**config.mk**
```make
export PLATFORM = sky130hd
export DESIGN_NAME = nested_phase_time_attribution
export DESIGN_NICKNAME = d
export VERILOG_FILES = /design/src/hw/rtl/npta_pkg.sv /design/src/hw/rtl/npta_ram.sv /design/src/hw/rtl/nested_phase_time_attribution.sv
export SDC_FILE = /design/constraint.sdc
export NUM_CORES = 1
export LEC_CHECK = 0
export BUFFER_PORTS_ARGS = -buffer_cell sky130_fd_sc_hd__buf_2
export CAP_MARGIN = 20
export CORE_MARGIN = 1.5
export CORE_UTILIZATION = 35
export DETAILED_ROUTE_END_ITERATION = 8
export GPL_TIMING_DRIVEN = 0
export PLACE_DENSITY_LB_ADDON = 0.1
export SLEW_MARGIN = 25
export SYNTH_ARGS = -nofsm -noshare
export SYNTH_HDL_FRONTEND = slang
export SYNTH_SLANG_ARGS = --single-unit
```
**constraint.sdc**
```tcl
create_clock -name clk -period 8.3 [get_ports clk]
set_input_delay 0.83 -clock clk [delete_from_list [all_inputs] [get_ports clk]]
set_output_delay 0.83 -clock clk [all_outputs]
set_load 0.05 [all_outputs]
```
**src/hw/rtl/npta_pkg.sv**
```systemverilog
`timescale 1ns / 1ps

package npta_pkg;

	localparam int STACK_DEPTH_DEF = 8;
	localparam int PHASE_COUNT_DEF = 4;
	localparam int CLASS_COUNT_DEF = 20;

	localparam int TIME_W   = 64;
	localparam int CLASS_W  = 5;
	localparam int PHASE_W  = 3;
	localparam int OPCODE_W = 2;
	localparam int OPHASE_W = 2;
	localparam int IN_DATA_W  = 72;
	localparam int OUT_DATA_W = 72;

	localparam logic [OPCODE_W-1:0] OP_BEGIN = 2'd0;
	localparam logic [OPCODE_W-1:0] OP_ENTER = 2'd1;
	localparam logic [OPCODE_W-1:0] OP_LEAVE = 2'd2;
	localparam logic [OPCODE_W-1:0] OP_END   = 2'd3;

	typedef struct packed {
		logic [OPCODE_W-1:0] opcode;
		logic [PHASE_W-1:0]  phase_id;
		logic [CLASS_W-1:0]  op_class;
		logic [TIME_W-1:0]   now_ns;
	} npta_event_t;

endpackage

```
**src/hw/rtl/npta_ram.sv**
```systemverilog
`timescale 1ns / 1ps

module npta_ram #(
	parameter int WIDTH = 64,
	parameter int DEPTH = 4,
	localparam int AW = (DEPTH > 1) ? $clog2(DEPTH) : 1
) (
	input  logic             clk,
	input  logic             we,
	input  logic [AW-1:0]    waddr,
	input  logic [WIDTH-1:0] wdata,
	input  logic             re,
	input  logic [AW-1:0]    raddr,
	output logic [WIDTH-1:0] rdata
);

	logic [WIDTH-1:0] mem_q [DEPTH];
	logic [WIDTH-1:0] rdata_q;

	always_ff @(posedge clk) begin
		if (we) begin
			mem_q[waddr] <= wdata;
		end
		if (re) begin
			rdata_q <= mem_q[raddr];
		end
	end

	assign rdata = rdata_q;

endmodule

```
**src/hw/rtl/nested_phase_time_attribution.sv**
```systemverilog
`timescale 1ns / 1ps

// Nested phase time attribution.
// Input channel s_*: one event item per handshake. s_tuser carries the opcode
// (begin, enter, leave, end); s_tdata carries phase_id, op_class and now_ns.
// Output channel m_*: one (class, phase, ns) item per phase with a nonzero
// total after an end event, in increasing phase order; m_tlast marks the
// final item of that end event.
// cfg_we/cfg_wdata write the enable switch; the user is to write it only
// while idle, as the block does not enforce this. Begin and ignored events
// finish at acceptance. Enter, leave and end go through these steps in turn:
// accept and read the phase stack RAM, read the totals RAM, then write back
// the charged total. An end event with a valid class then sweeps the totals
// RAM phase by phase, loading one output item for each nonzero total.
// Reset clears the tracker to inactive, sets the enable switch and empties
// the output register; there is no clearing pass. A stalled receiver holds
// the output register and, during an end sweep, the sweep; new events are
// accepted once the sweep has passed the last phase.
module nested_phase_time_attribution #(
	parameter int STACK_DEPTH = npta_pkg::STACK_DEPTH_DEF,
	parameter int PHASE_COUNT = npta_pkg::PHASE_COUNT_DEF,
	parameter int CLASS_COUNT = npta_pkg::CLASS_COUNT_DEF
) (
	input  logic                               clk,
	input  logic                               arst_n,
	input  logic                               s_tvalid,
	output logic                               s_tready,
	// [2:0] phase_id, [7:3] op_class, [71:8] now_ns
	input  logic [npta_pkg::IN_DATA_W-1:0]     s_tdata,
	// [1:0] opcode
	input  logic [npta_pkg::OPCODE_W-1:0]      s_tuser,
	output logic                               m_tvalid,
	input  logic                               m_tready,
	// [4:0] out_class, [6:5] out_phase, [70:7] phase_ns, [71] zero
	output logic [npta_pkg::OUT_DATA_W-1:0]    m_tdata,
	output logic                               m_tlast,
	input  logic                               cfg_we,
	input  logic                               cfg_wdata
);

	import npta_pkg::*;

	localparam int TOP_W = $clog2(STACK_DEPTH);
	localparam int PH_W  = (PHASE_COUNT > 1) ? $clog2(PHASE_COUNT) : 1;

	// sequencer codes
	localparam logic [2:0] S_IDLE  = 3'd0;
	localparam logic [2:0] S_STK   = 3'd1;
	localparam logic [2:0] S_TOT   = 3'd2;
	localparam logic [2:0] S_SWEEP = 3'd3;
	localparam logic [2:0] S_LOAD  = 3'd4;

	logic [2:0]             state_q;
	logic                   enabled_q;
	logic                   tracking_q;
	logic [TOP_W-1:0]       top_q;
	logic [TIME_W-1:0]      mark_q;
	logic [PHASE_COUNT-1:0] nz_q;      // phase total is nonzero
	logic [PH_W-1:0]        sweep_q;
	npta_event_t            ev_q;

	logic [PH_W-1:0]        ph_s1;
	logic [TIME_W-1:0]      delta_s1;

	logic                   out_valid_q;
	logic [CLASS_W-1:0]     out_class_q;
	logic [OPHASE_W-1:0]    out_phase_q;
	logic [TIME_W-1:0]      out_ns_q;
	logic                   out_last_q;

	npta_event_t            ev_in;
	logic                   accept;
	logic                   go_charge;
	logic                   phase_ok;
	logic                   class_ok;
	logic                   out_free;
	logic                   sweep_last;
	logic [PHASE_COUNT-1:0] nz_hi;

	logic                   stk_we;
	logic [TOP_W-1:0]       stk_waddr;
	logic [PH_W-1:0]        stk_wdata;
	logic                   stk_re;
	logic [PH_W-1:0]        stk_rdata;

	logic                   tot_we;
	logic [TIME_W-1:0]      tot_wdata;
	logic                   tot_re;
	logic [PH_W-1:0]        tot_raddr;
	logic [TIME_W-1:0]      tot_rdata;

	assign ev_in.opcode   = s_tuser;
	assign ev_in.phase_id = s_tdata[2:0];
	assign ev_in.op_class = s_tdata[7:3];
	assign ev_in.now_ns   = s_tdata[71:8];

	assign s_tready = (state_q == S_IDLE);
	assign accept   = s_tvalid && s_tready;
	assign phase_ok = 32'(ev_in.phase_id) < PHASE_COUNT;
	assign class_ok = 32'(ev_q.op_class) < CLASS_COUNT;
	assign out_free = !out_valid_q || m_tready;

	// Decide at acceptance whether the event charges the top phase.
	always_comb begin
		unique case (ev_in.opcode)
			OP_ENTER: go_charge = tracking_q && phase_ok &&
				(top_q != TOP_W'(STACK_DEPTH - 1));
			OP_LEAVE: go_charge = tracking_q && (top_q != '0);
			OP_END:   go_charge = tracking_q;
			default:  go_charge = 1'b0;
		endcase
	end

	// Phase stack: begin writes the base entry, enter writes the pushed one.
	// Reads and writes of one event fall in different cycles, so no
	// same-entry overlap arises.
	assign stk_re    = accept && go_charge;
	assign stk_we    = (accept && (ev_in.opcode == OP_BEGIN) && enabled_q) ||
		((state_q == S_TOT) && (ev_q.opcode == OP_ENTER));
	assign stk_waddr = (state_q == S_TOT) ? (top_q + TOP_W'(1)) : '0;
	assign stk_wdata = (state_q == S_TOT) ? PH_W'(ev_q.phase_id) : '0;

	npta_ram #(
		.WIDTH(PH_W),
		.DEPTH(STACK_DEPTH)
	) u_stack (
		.clk  (clk),
		.we   (stk_we),
		.waddr(stk_waddr),
		.wdata(stk_wdata),
		.re   (stk_re),
		.raddr(top_q),
		.rdata(stk_rdata)
	);

	// Totals: read the top phase for a charge, or the sweep index at an end.
	assign tot_re    = (state_q == S_STK) || ((state_q == S_SWEEP) && nz_q[sweep_q]);
	assign tot_raddr = (state_q == S_STK) ? stk_rdata : sweep_q;
	assign tot_we    = (state_q == S_TOT);
	// A total not written since begin reads as zero through its flag.
	assign tot_wdata = (nz_q[ph_s1] ? tot_rdata : '0) + delta_s1;

	npta_ram #(
		.WIDTH(TIME_W),
		.DEPTH(PHASE_COUNT)
	) u_totals (
		.clk  (clk),
		.we   (tot_we),
		.waddr(ph_s1),
		.wdata(tot_wdata),
		.re   (tot_re),
		.raddr(tot_raddr),
		.rdata(tot_rdata)
	);

	assign sweep_last = (sweep_q == PH_W'(PHASE_COUNT - 1));
	assign nz_hi      = nz_q >> sweep_q;

	// Payload registers of the event and the charge stage.
	always_ff @(posedge clk) begin
		if (accept) begin
			ev_q <= ev_in;
		end
		if (state_q == S_STK) begin
			ph_s1    <= stk_rdata;
			delta_s1 <= ev_q.now_ns - mark_q;
		end
	end

	always_ff @(posedge clk or negedge arst_n) begin
		if (!arst_n) begin
			state_q    <= S_IDLE;
			enabled_q  <= 1'b1;
			tracking_q <= 1'b0;
			top_q      <= '0;
			nz_q       <= '0;
			sweep_q    <= '0;
			mark_q     <= '0;
		end else begin
			if (cfg_we) begin
				enabled_q <= cfg_wdata;
			end
			unique case (state_q)
				S_IDLE: begin
					if (accept) begin
						if (ev_in.opcode == OP_BEGIN) begin
							tracking_q <= enabled_q;
							if (enabled_q) begin
								top_q  <= '0;
								mark_q <= ev_in.now_ns;
								nz_q   <= '0;
							end
						end else if (go_charge) begin
							state_q <= S_STK;
						end
					end
				end
				S_STK: begin
					// advance the mark; the delta is captured alongside
					mark_q  <= ev_q.now_ns;
					state_q <= S_TOT;
				end
				S_TOT: begin
					nz_q[ph_s1] <= (tot_wdata != '0);
					state_q     <= S_IDLE;
					unique case (ev_q.opcode)
						OP_ENTER: top_q <= top_q + TOP_W'(1);
						OP_LEAVE: top_q <= top_q - TOP_W'(1);
						OP_END: begin
							tracking_q <= 1'b0;
							if (class_ok) begin
								sweep_q <= '0;
								state_q <= S_SWEEP;
							end
						end
						default: ;
					endcase
				end
				S_SWEEP: begin
					if (nz_q[sweep_q]) begin
						state_q <= S_LOAD;
					end else if (sweep_last) begin
						state_q <= S_IDLE;
					end else begin
						sweep_q <= sweep_q + PH_W'(1);
					end
				end
				S_LOAD: begin
					// hold the read data until the output register frees
					if (out_free) begin
						if (sweep_last) begin
							state_q <= S_IDLE;
						end else begin
							sweep_q <= sweep_q + PH_W'(1);
							state_q <= S_SWEEP;
						end
					end
				end
				default: state_q <= S_IDLE;
			endcase
		end
	end

	// Output register: load one item per nonzero phase.
	always_ff @(posedge clk or negedge arst_n) begin
		if (!arst_n) begin
			out_valid_q <= 1'b0;
		end else if ((state_q == S_LOAD) && out_free) begin
			out_valid_q <= 1'b1;
		end else if (m_tready) begin
			out_valid_q <= 1'b0;
		end
	end

	always_ff @(posedge clk) begin
		if ((state_q == S_LOAD) && out_free) begin
			out_class_q <= ev_q.op_class;
			out_phase_q <= OPHASE_W'(sweep_q);
			out_ns_q    <= tot_rdata;
			out_last_q  <= ((nz_hi >> 1) == '0);
		end
	end

	assign m_tvalid = out_valid_q;
	assign m_tdata  = {1'b0, out_ns_q, out_phase_q, out_class_q};
	assign m_tlast  = out_last_q;

endmodule

```
== Word-level counts from Yosys, hierarchy flattened ==
Memories as Yosys holds them, arrays and structs flattened. A register that Yosys moved wholly into a read port is not among the register bits.
Cells that the tools add are included.
Operators by class
  shifts and indexed selects: 1
  eq/ne operators: 23
  multipliers: 0
  muxes and demuxes: 51
  add/sub/neg operators: 5
  div/mod/pow operators: 0
  reduce and logical (&&, ||, !) cells: 30
  magnitude comparators: 5
  bitwise gates (word level): 0
Operators with widths (number)
  $mux W64: 4
  $pmux W64 S2: 1
  $add A64 B64 Y64: 1
  $reduce_bool A64 Y1: 1
  $sub A64 B64 Y64: 1
  $mux W3: 10
  $mux W2: 10
  $pmux W3 S5: 1
  $reduce_and A5 Y1: 3
  $mux W1: 12
  $mux W4: 3
  $pmux W3 S2: 2
  $reduce_and A4 Y1: 3
  $logic_and A1 B1 Y1: 11
  $eq A2 B2 Y1 const B: 5
  $ne A2 B1 Y1 const B: 5
  $ne A2 B2 Y1 const B: 4
  $pmux W4 S2: 1
  $eq A3 B2 Y1 const B: 2
  $lt A2 B3 Y1 const B: 2
  $pmux W2 S3: 1
  $reduce_bool A2 Y1: 3
  $reduce_bool A3 Y1: 2
  $lt A5 B5 Y1 const B: 1
  other kinds (22): 26
Word-level totals
  bits in read-only memories: 0
  bits in writable memories: 272
  output and inout port bits: 75
  bits in latches: 0
  input bits: 80
  bits in registers: 290
  logic and storage cells: 135
  memories kept: 2
Memory list
  u_totals.mem_q: words 4, width 64, rd ports 1, clocked after Yosys merged registers in 1, wr ports 1, RTL line npta_ram.sv:17  | logic [WIDTH-1:0] mem_q [DEPTH];
  u_stack.mem_q: words 8, width 2, rd ports 1, clocked after Yosys merged registers in 1, wr ports 1, RTL line npta_ram.sv:17

== Logic depth before layout (Yosys ltp) ==
  word-level depth: 8
  mapped depth: 16
  mapped depth without buffers: 16

== Modules after synthesis ==
From an unflattened synthesis, not the netlist that was laid out.
Unflattened totals
  cell total of the unflattened synthesis: 2380
  area total of the unflattened synthesis: 30964.7 µm²
By module, submodules not included
  nested_phase_time_attribution: area each 18974.4 µm², sequential area each 8314.2 µm², cells each 1941, instances 1
  npta_ram (u_totals): area each 11263.3 µm², sequential area each 9609.2 µm², cells each 402, instances 1
  npta_ram (u_stack): area each 726.9 µm², sequential area each 540.5 µm², cells each 37, instances 1

== Worst setup path after synthesis ==
Ideal clock, no wire load.
  path kind: reg-to-reg
  start: reg state_q[1]
  end: mem u_stack.mem_q[1][0] (netlist bit), enable pin
  clock period less this slack: 4.638 ns
  arrival time: 4.289 ns
  required time: 7.951 ns
  path buffers: 1
  setup time: 0.349 ns
  path slack: 3.662 ns
  stages on the path, launching flop included: 9
  cells stage by stage: dfrtp_1 -> clkbuf_1 -> nor3_1 -> nand2_1 -> inv_1 -> nand3_1 -> nand2_1 -> nand2_1 -> nor4_1
Between the ends
  longest elaborated chain between the ends: 7
  elaborated cells on any way between the ends: 10
  those cells by class: 1 x eq/ne; 3 x mux; 6 x reduce/logical
RTL lines
  from (decl): RTL line nested_phase_time_attribution.sv:53  | logic [2:0] state_q;
  from (signal assigned): RTL line nested_phase_time_attribution.sv:172  | state_q <= S_IDLE;
  from (signal assigned): RTL line nested_phase_time_attribution.sv:194  | state_q <= S_STK;
  from (signal assigned): RTL line nested_phase_time_attribution.sv:201  | state_q <= S_TOT;
  $logic_not A3 Y1: RTL line nested_phase_time_attribution.sv:97  | assign s_tready = (state_q == S_IDLE);
  named net s_tready: RTL line nested_phase_time_attribution.sv:27  | output logic s_tready,
  $logic_and A1 B1 Y1: RTL line nested_phase_time_attribution.sv:98  | assign accept = s_tvalid && s_tready;
  named net accept: RTL line nested_phase_time_attribution.sv:72  | logic accept;
  $logic_and A1 B1 Y1 (2 in a row): RTL line nested_phase_time_attribution.sv:118  | assign stk_we = (accept && (ev_in.opcode == OP_BEGIN) && enabled_q) ||
  $logic_or A1 B1 Y1: RTL line nested_phase_time_attribution.sv:118
  $mux W1: RTL line npta_ram.sv:21  | if (we) begin
  $mux W1 (not written as such): RTL line npta_ram.sv:22  | mem_q[waddr] <= wdata;
  to (decl): RTL line npta_ram.sv:17
The timed path passes the listed nets, and every way through them passes these cells.

== Worst setup path in the final report ==
  start: reg ph_s1[0]
  end: reg nz_q[3]
Between the ends
  longest elaborated chain between the ends: 7
  elaborated cells on any way between the ends: 12
  those cells by class: 1 x add/sub; 2 x order compare; 7 x mux; 2 x reduce/logical
RTL lines
  from (decl): RTL line nested_phase_time_attribution.sv:62  | logic [PH_W-1:0] ph_s1;
  from (signal assigned): RTL line nested_phase_time_attribution.sv:165  | ph_s1 <= stk_rdata;
  $bmux W1 S2: RTL line nested_phase_time_attribution.sv:141  | assign tot_wdata = (nz_q[ph_s1] ? tot_rdata : '0) + delta_s1;
  $mux W1 (not written as such): RTL line nested_phase_time_attribution.sv:141
  $mux W64: RTL line nested_phase_time_attribution.sv:141
  $add A64 B64 Y64: RTL line nested_phase_time_attribution.sv:141
  named net tot_wdata[20]: RTL line nested_phase_time_attribution.sv:87  | logic [TIME_W-1:0] tot_wdata;
  $reduce_bool A64 Y1: RTL line nested_phase_time_attribution.sv:204  | nz_q[ph_s1] <= (tot_wdata != '0);
  $bwmux W4: RTL line nested_phase_time_attribution.sv:204
  $pmux W4 S2: RTL line nested_phase_time_attribution.sv:183  | unique case (state_q)
  to (signal, indexed assignment): RTL line nested_phase_time_attribution.sv:204
  to (decl): RTL line nested_phase_time_attribution.sv:58  | logic [PHASE_COUNT-1:0] nz_q;
The timed path passes the listed nets, and every way through them passes these cells. The select of a mux whose other input is x is not followed.
A chain may end at the register's enable or synchronous reset.

==> results by group <==
Synthesis
  • Predominant post-synthesis flop cell: edfxtp_1
  • Number of synthesized register bits: approximately 630
  • Synth Cell Area: between 0.03 and 0.04 mm2
  • Ys Warns: 0
  • Most frequent cell after synthesis: edfxtp_1
  • Post-synth EDFFs: between 500 and 600
  • Main area contributors after synthesis: edfxtp_1 (53%), dfrtp_1 (6.3%), ha_1 (5.3%), mux4_2 (5.1%), a21oi_1 (2.6%)
  • Area leader, netlist: edfxtp_1
  • Async S/R FF share, synth: about an eighth
  • Post-synth cell types: between 90 and 100
  • Seq/Total Area, Yosys: 59.4%
  • Share of the synthesized area in the top cell type: a little over half
  • Syn avg cell area: 12.7 um2
  • Syn nets: around 2700
  • Post-Synthesis Cells: 2445
  • Post-synth top cells: edfxtp_1 (549), nand2_1 (212), a21oi_1 (160)

CTS
  • Root Driver: clkbuf_16
  • CTS max path bufs: 3
  • Cts bufs inserted: 73
  • Post_cts resized: 0
  • H-tree depth: 3
  • Post-CTS Hold Fix Bufs: 0
  • Clock transition at path regs: 0.06 ns
  • Clk sinks: approximately 630
  • Worst skew pair latency: 0.61 ns
  • CTS tree: done
  • Setup Fix Bufs, Post-CTS: 0

Power
  • Combinational fraction of design power: between 40% and 50%
  • Psw: about 5.7 mW
  • Clock power share: 21.6%
  • Seq pwr share: 34.7%
  • Leak: ~13 nW
  • Power density over the cells: 406 mW/mm2
  • Worst VDD drop: 0.238 mV
  • Internal power: approximately 8.9 mW
  • Sw frac: between 30% and 40%

Cells and area
  • Synth-to-Final Area Change: 16.1%
  • Final Core Density: 40.9%
  • Nets: a little under 3000
  • Share of layout cells above drive strength 1: ~15%
  • Antenna cells: 0
  • Final instance area: roughly 0.036 mm2
  • FILL cells: about 8400
  • Non-filler cells, final: approximately 3900

STA
  • Crit path time final: about 6.3 ns
  • Slew headroom: between 30% and 40%
  • Setup-failing EPs final: 0
  • Max Slew Vio Count: 0
  • Fmax: around 160 MHz
  • Final Hold Fails: 0
  • TNS Setup: 0 ns
  • RSZ-0062 raised after global routing: false
  • Setup Skew: between 0.015 and 0.02 ns
  • WHS: between 0.06 and 0.07 ns
  • Final period utilization: between 70 and 80%
  • Worst-margin pin slew: roughly 0.96 ns

Place
  • I/O Buffers: around 150
  • Placed cell areas: about 0.034 mm2
  • DP HPWL: between 60 and 70 mm
  • Routability cong.: between 0.8 and 0.9
  • Placed cells: around 3800

Drt
  • Total Routed Length: 85.4 mm
  • Via density: between 5 and 6
  • Post-route DRC: 0
  • Vias: just over 20000
  • Drt wl/cell: between 20 and 25 um
  • Initial DRC Count: 1482
  • 1st-pass router iterations: 5
  • Post-route ant nets: 0

Global routing
  • Global-route wire length before repair: 129 mm
  • Total global routing overflow: 0
  • Vias in the first global route: ~21000
  • Initial antenna violation count: 8
  • GRT Overall Usage: a little under a fifth
  • Largest net degree at the start of global routing: 60

Floorplan
  • FP Rows: 109
  • Die H: 301 um
  • Initial core utilization: between 30% and 40%
  • Die width: approximately 300 um
  • Total Die Area: around 0.091 mm2
  • I/O pin cnt: between 150 and 200
  • Core ar.: 0.0881 mm2

Worst setup path
  • Worst-path fanout max: 10
  • Worst Setup Start Kind: flip-flop
  • RR Startpoint: ph_s1[0]
  • Critical-path cell list: mux4_2 > clkbuf_1 > nand2_1 > fa_1 > nand2b_1 > a21oi_1 > a211oi_2 > o211ai_1 > nand2_1 > xnor2_1 > nor4_1 > nand4_1 > nor4_2 > and4_4 > o21ai_2
  • R2R Path End: nz_q[3]
  • Worst Path Required: 8.79 ns
  • Kind of end point of the critical path: flip-flop
  • R2R Setup Slk: around 2 ns
  • Crit path top cell by count: nand2_1
  • Data arrival, critical path: approximately 6.8 ns
  • Max incr delay on CP: 0.78 ns
  • R2R depth: 15
  • Kind of critical path: reg2reg
  • Slowest CP cell: mux4_2

Run
  • Max Cap Viol: 0

Outcome
  • Status: completed

Worst hold path
  • HP Class: in2async
==> how the worst max path moves through the flow <==
stage	endpoint	start	cells past startpoint	slack, ns
CTS	nz_q[3]	ph_s1[0]	15	1.89
detailed placement	nz_q[0]	ph_s1[0]	15	1.94
global placement	u_totals.rdata[8]	sweep_q[0]	3	0.86
global route	nz_q[3]	ph_s1[0]	15	1.77
finish	nz_q[3]	ph_s1[0]	15	2.00
floorplan	u_stack.mem_q[1][0]	state_q[1]	8	3.66
==> metrics by stage <==
step / total power, mW / setup WS, ns
after floorplan: 9.46 / 3.66
after global placement: 11.4 / 0.860
after detailed placement: 11.6 / 1.94
after CTS: 14.8 / 1.89
after global routing: 15.7 / 1.77
final: 14.7 / 2.00
==> power by group through the flow <==
| stage | combinational (mW) | sequential, mW | clock (mW) |
|---|---|---|---|
| final | 6.41 | 5.09 | 3.16 |
| after global routing | 7.13 | 5.15 | 3.37 |
| after CTS | 6.44 | 5.09 | 3.25 |
| after detailed placement | 6.41 | 5.16 | 0 |
| after global placement | 6.21 | 5.21 | 0 |
| after floorplan | 4.43 | 5.03 | 0 |
==> cells by family (layout without fill, tap and decap cells) <==
group | after synthesis | after routing | share of synthesized area (%)
multiplexers | 141 | 141 | 7.38
adder cells (fa/ha/maj) | 133 | 133 | 5.41
flip-flops | 628 | 628 | 59.4
buffers and inverters | 221 | 516 | 2.83
AND/OR/NAND/NOR | 631 | 631 | 9.97
other | 1 | 1 | 0.0121
AO/OA/AOI/OAI | 575 | 575 | 11.7
XOR/XNOR | 115 | 115 | 3.24
==> sequential cells by signal (all words and copies together) (netlist names), 2 cells and up <==
name            count
ph_s1               2
top_q               3
u_stack.rdata       2
sweep_q             2
mark_q             64
out_phase_q         2
out_ns_q           64
u_totals.mem_q    256
ev_q               73
u_totals.rdata     64
u_stack.mem_q      16
state_q             3
nz_q                4
delta_s1           64
out_class_q         5
==> worst max-delay path, delay by kind of cell, from the launching register on <==
kind | cells | cell delay (ns)
and+or+nand+nor | 7 | 2.25
AOI/OAI and AO/OA | 4 | 1.35
muxes | 1 | 0.78
buffers and inverters | 1 | 0.55
DFF | 1 | 0.47
adders and majority gates | 1 | 0.45
xor gates and xnor gates | 1 | 0.29
==> metal layers <==
metal | global-route usage [%] | vias up | wire, um
li1 | - | 9711 | -
met3 | 2.54 | 110 | 3050
met5 | 0 | - | 69
met1 | 27.6 | 9986 | 42000
met2 | 29.6 | 422 | 38200
met4 | 5.83 | 12 | 2120
==> final cells by class <==
type,instances,area [um2],area share [%]
multi-input cells,1596,11700,32.6
clock inverters,25,231,0.642
plain buffers,99,430,1.19
well taps,1165,1460,4.04
clock buffers,104,2130,5.91
flip-flops and latches,628,18500,51.2
repair buffers,166,1120,3.10
inverters,122,480,1.33
==> cells in the final DEF, fill, tap and decap left out, drive strengths merged, types with 5 or more instances in the layout <==
cell type,count
o21ai,175
edfxtp,549
buf,198
nand3,49
a21o,52
and3,18
or4,6
mux4,70
and2,72
a2111oi,6
o21a,16
nor3,30
nor2b,15
o31a,7
o31ai,13
clkbuf,171
a21oi,169
xnor2,72
inv,123
ha,131
a31oi,19
nor4,15
nand2,212
clkinv,18
a211oi,20
o211ai,9
a21boi,9
a41oi,7
o21bai,18
a221oi,6
nand2b,22
or3,8
nor2,123
xor2,43
nand4,42
a211o,5
mux2i,68
a22oi,5
dfrtp,78
(Power assumes the default switching activity.)
